<file path="src/rtl/core/tgp_grid_mem.sv">
// tgp_grid_mem: one-bit drawing grid stored as one memory row per grid row.
// One write and one registered read per cycle; per-row valid bits make
// unwritten rows read as zero after reset. Depends on nothing.

module tgp_grid_mem #(
	parameter int GRID_SIZE = 64
) (
	input  logic                         clk,
	input  logic                         arst_n,
	input  logic                         rd_en,
	input  logic [$clog2(GRID_SIZE)-1:0] rd_addr,
	output logic [GRID_SIZE-1:0]         rd_data,
	input  logic                         wr_en,
	input  logic [$clog2(GRID_SIZE)-1:0] wr_addr,
	input  logic [GRID_SIZE-1:0]         wr_data
);

	logic [GRID_SIZE-1:0] mem [GRID_SIZE];
	logic [GRID_SIZE-1:0] row_vld_q;
	logic [GRID_SIZE-1:0] rd_data_q;
	logic                 rd_vld_q;

	always_ff @(posedge clk) begin
		if (wr_en) begin
			mem[wr_addr] <= wr_data;
		end
		if (rd_en) begin
			rd_data_q <= mem[rd_addr];
		end
	end

	always_ff @(posedge clk or negedge arst_n) begin
		if (!arst_n) begin
			row_vld_q <= '0;
			rd_vld_q  <= 1'b0;
		end else begin
			if (wr_en) begin
				row_vld_q[wr_addr] <= 1'b1;
			end
			if (rd_en) begin
				rd_vld_q <= row_vld_q[rd_addr];
			end
		end
	end

	// a row never written since reset is blank
	assign rd_data = rd_vld_q ? rd_data_q : '0;

endmodule

</file>
<file path="config.mk">
export PLATFORM = sky130hd
export DESIGN_NAME = tgp_grid_mem
export DESIGN_NICKNAME = d
export VERILOG_FILES = /design/src/rtl/core/tgp_grid_mem.sv
export SDC_FILE = /design/constraint.sdc
export NUM_CORES = 2
export LEC_CHECK = 0
export BUFFER_PORTS_ARGS = -buffer_cell sky130_fd_sc_hd__buf_4
export CAP_MARGIN = 20
export CORE_MARGIN = 10
export CORE_UTILIZATION = 63
export CTS_CLUSTER_DIAMETER = 80
export CTS_CLUSTER_SIZE = 20
export DETAILED_ROUTE_END_ITERATION = 16
export HOLD_SLACK_MARGIN = 0.06
export PLACE_DENSITY_LB_ADDON = 0.1
export RECOVER_POWER = 25
export SLEW_MARGIN = 20
export SYNTH_ARGS = -nofsm -noshare
export SYNTH_HDL_FRONTEND = slang
export SYNTH_SLANG_ARGS = --single-unit
</file>
<file path="constraint.sdc">
create_clock -name clk -period 2.5 [get_ports clk]
set_clock_uncertainty 0.2 [all_clocks]
set_input_delay 0.5 -clock clk [delete_from_list [all_inputs] [get_ports clk]]
set_output_delay 0.5 -clock clk [all_outputs]
set_load 0.005 [all_outputs]
</file>
Word-level counts from Yosys, hierarchy flattened --
Memory sizes are Yosys's and may differ from the RTL's. A register that Yosys moved wholly into a read port is not among the register bits. Index checks and enable logic that the tools add are counted.
Word-level totals: output and inout port bits 64, memories kept 1, memory bits (writable) 4096, word-level logic and storage cells 15, bits in registers 65, bits of input ports 80
Cells by class: bitwise gates (word level) 1, reduce and logical (&&, ||, !) cells 1, muxes and demuxes 7, order comparisons 3
Memories:
- mem | words 64, width 64, read ports 1, clocked after Yosys merged registers in 1, write ports 1, RTL line 18 | logic [GRID_SIZE-1:0] mem [GRID_SIZE];
Operators with widths (count):
- $mux 64 | 1
- $or 64x64->64 | 1
- $lt 6x7->1 const B | 2
- $bmux 1 s6 | 1
- $demux 1 s6 | 1
- $ge 6x1->1 const B | 1
- $mux 1 | 4
- $logic_and 1x1->1 | 1

Logic depth before layout (Yosys ltp) --
word-level depth 5, mapped depth 9, mapped depth without buffers 5

Least setup slack after synthesis --
No wires, ideal clock.
kind in2reg, start point input wr_addr[3], end point register row_vld_q[48], stages on the path 5, setup time 0.092 ns, slack -3.828 ns, required time 2.208 ns, data arrival time 6.036 ns, buffers on the path 1, cells stage by stage clkbuf_1 -> nand4b_1 -> or2_2 -> nor3_1 -> or2_2
Between the ends: word-level cells in the longest chain between the ends 5, elaborated cells on any way between the ends 6, those cells by class 2 x order compare; 2 x mux; 1 x bitwise; 1 x reduce/logical
Ends and longest elaborated chain:
- start, declared | RTL line 14 | input logic [$clog2(GRID_SIZE)-1:0] wr_addr,
- $lt 6x7->1 (implied by the code) or $ge 6x1->1 (tied branches) | RTL line 38 | row_vld_q[wr_addr] <= 1'b1;
- $logic_and 1x1->1 (implied by the code) | RTL line 38
- $mux 1 (implied by the code) | RTL line 38
- $demux 1 s6 * | RTL line 38
- $or 64x64->64 (no line) *
- end signal, assigned | RTL line 34 | row_vld_q <= '0;
- end signal, assigned by index | RTL line 38
- end, declared | RTL line 19 | logic [GRID_SIZE-1:0] row_vld_q;
Every way passes the cells marked *; elsewhere a longest branch is shown, timed or not. A chain may end at the register's enable or synchronous reset.

Worst setup path in the final report --
start point register rd_vld_q, end point output rd_data[39]
Between the ends: word-level cells in the longest chain between the ends 1
Ends and longest elaborated chain:
- start, declared | RTL line 21 | logic rd_vld_q;
- start signal, assigned | RTL line 41 | rd_vld_q <= row_vld_q[rd_addr];
- $mux 64 | RTL line 47 | assign rd_data = rd_vld_q ? rd_data_q : '0;
- end, declared | RTL line 12 | output logic [GRID_SIZE-1:0] rd_data,
No other way between the ends.

==> flow_summary.ini <==
[outcome]
status = finished with violations
failed_checks = setup timing

[sta]
whs_ns = 0.126
setup_viol = 65
drv_slew = 0
fmax_mhz = 357
tightest_slew_ns = 1.40
worst_slack_ns = -0.301
min_period_over_period_pct = 112
fin_tns_setup_ns = -14.84
slew_headroom_pct = 6.83
grt_setup_unrepaired = yes
hold_violations = 0
fin_crit_ns = 2.80

[synthesis]
synth-simple-area-share_pct = 0.948
synth_flop_cell = edfxtp_1
synth_edf_count = 4160
synth_area_leaders = edfxtp_1 (78%), mux4_2 (18%), dfrtp_1 (1.0%)
syn-num-nets = 6390
synth_cell_types = 29
mappedNetlistArea_mm2 = 0.160
synth_top_area_share_pct = 78.2
synth-seq-cells = 4225
synth.most_common_cell = edfxtp_1
synth_top_area_cell = edfxtp_1
yosys.area_share.adder_pct = 0
yosys_warnings = 0
synth_commonest_cells = edfxtp_1 (4160), mux4_2 (1289), clkbuf_1 (182)
asyncSetResetFlopFracSynth_pct = 1.54
synth-compound-area-share_pct = 0.653
synth.avg_cell_area_um2 = 25.3
muxShareOfSynthArea_pct = 18.3
yosysSeqAreaShare_pct = 79.2
synth_top_family_by_area = multiplexers
synth_xor_area_share_pct = 0
syn_inst = 6310

[hold_path]
hold_end = mem[49][37]$_DFFE_PP_
worstHoldStart = wr_addr[1]
hp-class = in -> reg
min_path_cells = 4

[drt]
drc = 0
drt_iter0_markers = 13800
firstDrtPassIters = 7
wirelength_um = 447000
vias = 77400
ant_nets = 0
wl_per_cell_um = 42.0
viasPerCell = 7.27

[power]
max-vdd-ir-drop_mv = 0.725
cellPowerDensity_mw_per_mm2 = 685
leakage_uw = 0.0577

[global_routing]
grt_pass1_vias = 76500
grt_usage_pct = 33.0
grt_pass1_wl_um = 621000
grt_overflow = 0
grt_max_degree = 65
grt_antenna_before_repair = 27

[worst_setup_path]
worstPathMaxFanout = 8
cp_top_family = flip-flops
worstRegToRegCells = 8
cp_cell_sequence = buf_12 -> clkbuf_16 -> and2_4 -> buf_6
start_kind = flop
end_kind = output port
path_buf_inv = 3
slowest_delay_ns = 0.54
slowest_stage = dfrtp_4
cp.arrival_ns = 2.10
rr_startpoint = rd_vld_q$_DFFE_PN0P_
worst_r2r_endpoint = rd_vld_q$_DFFE_PN0P_
cp_data_required_time_ns = 1.80
path_class = reg -> out
rrSetupSlack_ns = 0.04

[floorplanning]
die_w_um = 524
io_pins = 144
core_area_mm2 = 0.252
rows = 184
initial_core_util_pct = 63.4
die_height_um = 524
die_area_mm2 = 0.274

[flow_run]
cap_violations = 0

[clock_tree]
clk_latency_ns = 0.91
cts_inserted_buffers = 230
clk_path_buf_depth = 3
cts_tree = done
cts.sinks = 4225
clkTransAtPathRegs_ns = 0.09
htree_levels = 4
clockRootBuffer = clkbuf_16

[placement]
dp_hpwl_um = 270000
gp_congestion = 0.838
port-buffer-count = 143

[final_layout]
nNetsFinal = 7319
multi_input_area_mm2 = 0.0325
seq_area_mm2 = 0.127
drive_above_1_share_pct = 37.1
fill_cells = 13700
area_growth_pct = 14.7
[per-stage QoR]
| stage | util, % | instance area, µm² | cells | worst slack [ns] | power (µW) |
|---|---|---|---|---|---|
| 2_1_floorplan | - | 160000 | 6310 | -0.850 | 84400 |
| 3_3_place_gp | 69.8 | 176000 | 10300 | -1.14 | 88200 |
| 3_5_place_dp | 69.8 | 176000 | 10300 | -1.17 | 88400 |
| 4_1_cts | 72.7 | 183000 | 10600 | -0.325 | 126000 |
| 5_1_grt | 72.7 | 183000 | 10600 | -0.351 | 129000 |
| 6_report | 72.8 | 183000 | 10600 | -0.301 | 126000 |
[cell usage in the layout (no fill, tap or decap), types with 23 or more instances in the layout]
cell           count
nand2_1           69
dlygate4sd3_1     71
a22oi_1          130
buf_4            402
buf_6             58
edfxtp_1        4160
clkbuf_2          42
dfrtp_1           64
mux4_2          1289
and2_4            60
clkbuf_16        235
buf_12           447
nor2_4            63
clkbuf_1          23
or2_2             64
[kinds of logic (layout without fill, tap and decap cells)]
kind of cell / after synthesis / after routing
buffers and inverters: 337 / 1305
multiplexers: 1309 / 1309
flip-flops: 4225 / 4225
AND/OR/NAND/NOR: 300 / 300
other: 0 / 19
AO/OA/AOI/OAI: 139 / 139
[how the worst max path moves through the flow]
stage / startpoint / to / slack [ns] / cells past startpoint
floorplan: wr_addr[3] / mem[48][0]$_DFFE_PP_ / -0.85 / 4
global placement: rd_addr[0] / rd_data_q[24]$_DFFE_PP_ / -1.14 / 8
detailed placement: rd_addr[0] / rd_data_q[24]$_DFFE_PP_ / -1.17 / 8
CTS: rd_vld_q$_DFFE_PN0P_ / rd_data[24] / -0.33 / 4
global route: rd_data_q[53]$_DFFE_PP_ / rd_data[53] / -0.35 / 2
finish: rd_vld_q$_DFFE_PN0P_ / rd_data[39] / -0.30 / 4
[area by class of cell]
class                           instances  share of cell area (%)
Clock inverter                         14                   0.115
Inverter                                3                 0.00615
Sequential cell                      4225                    69.1
Antenna cell                           19                  0.0259
Timing Repair Buffer                 1031                    7.52
Multi-Input combinational cell       1748                    17.7
Tap cell                             3348                    2.29
Clock buffer                          257                    3.24
[power by group]
| part | internal (µW) | leakage (µW) | total [µW] | switching (µW) |
|---|---|---|---|---|
| clock | 17000 | 0.00301 | 38200 | 21300 |
| combinational | 3960 | 0.0164 | 8370 | 4410 |
| sequential | 78500 | 0.0383 | 79000 | 433 |
| total | 99500 | 0.0577 | 126000 | 26100 |
[per-layer routing]
layer	vias to the layer above	share of wire (%)	wire length, µm	track usage (%)
met5	-	0.031	138	0
met4	22	4.8	21600	12.4
li1	29100	-	-	-
met2	5615	48	215000	51.8
met3	959	12	54200	7.57
met1	41700	35	156000	46.4
[sequential cells by signal, summed over array words and instances, names as in the netlist]
signal	flops
rd_vld_q	1
mem	4096
row_vld_q	64
rd_data_q	64
[tightest hold or removal path: stages]
cell and delay (ns):
buf_4 0.14, buf_4 0.17, nor3_4 0.06, buf_12 0.17
[what timing repair did]
| action | CTS | global route |
|---|---|---|
| cloned | 4 | 1 |
| buffers inserted | 4 | 0 |
| hold buffers | 72 | 0 |
| pin swaps | 1 | 1 |
| resized for setup | 109 | 22 |
| endpoints found under the setup margin | 65 | 67 |
| endpoints found under the hold margin | 4175 | 0 |
(Power assumes the default switching activity.)
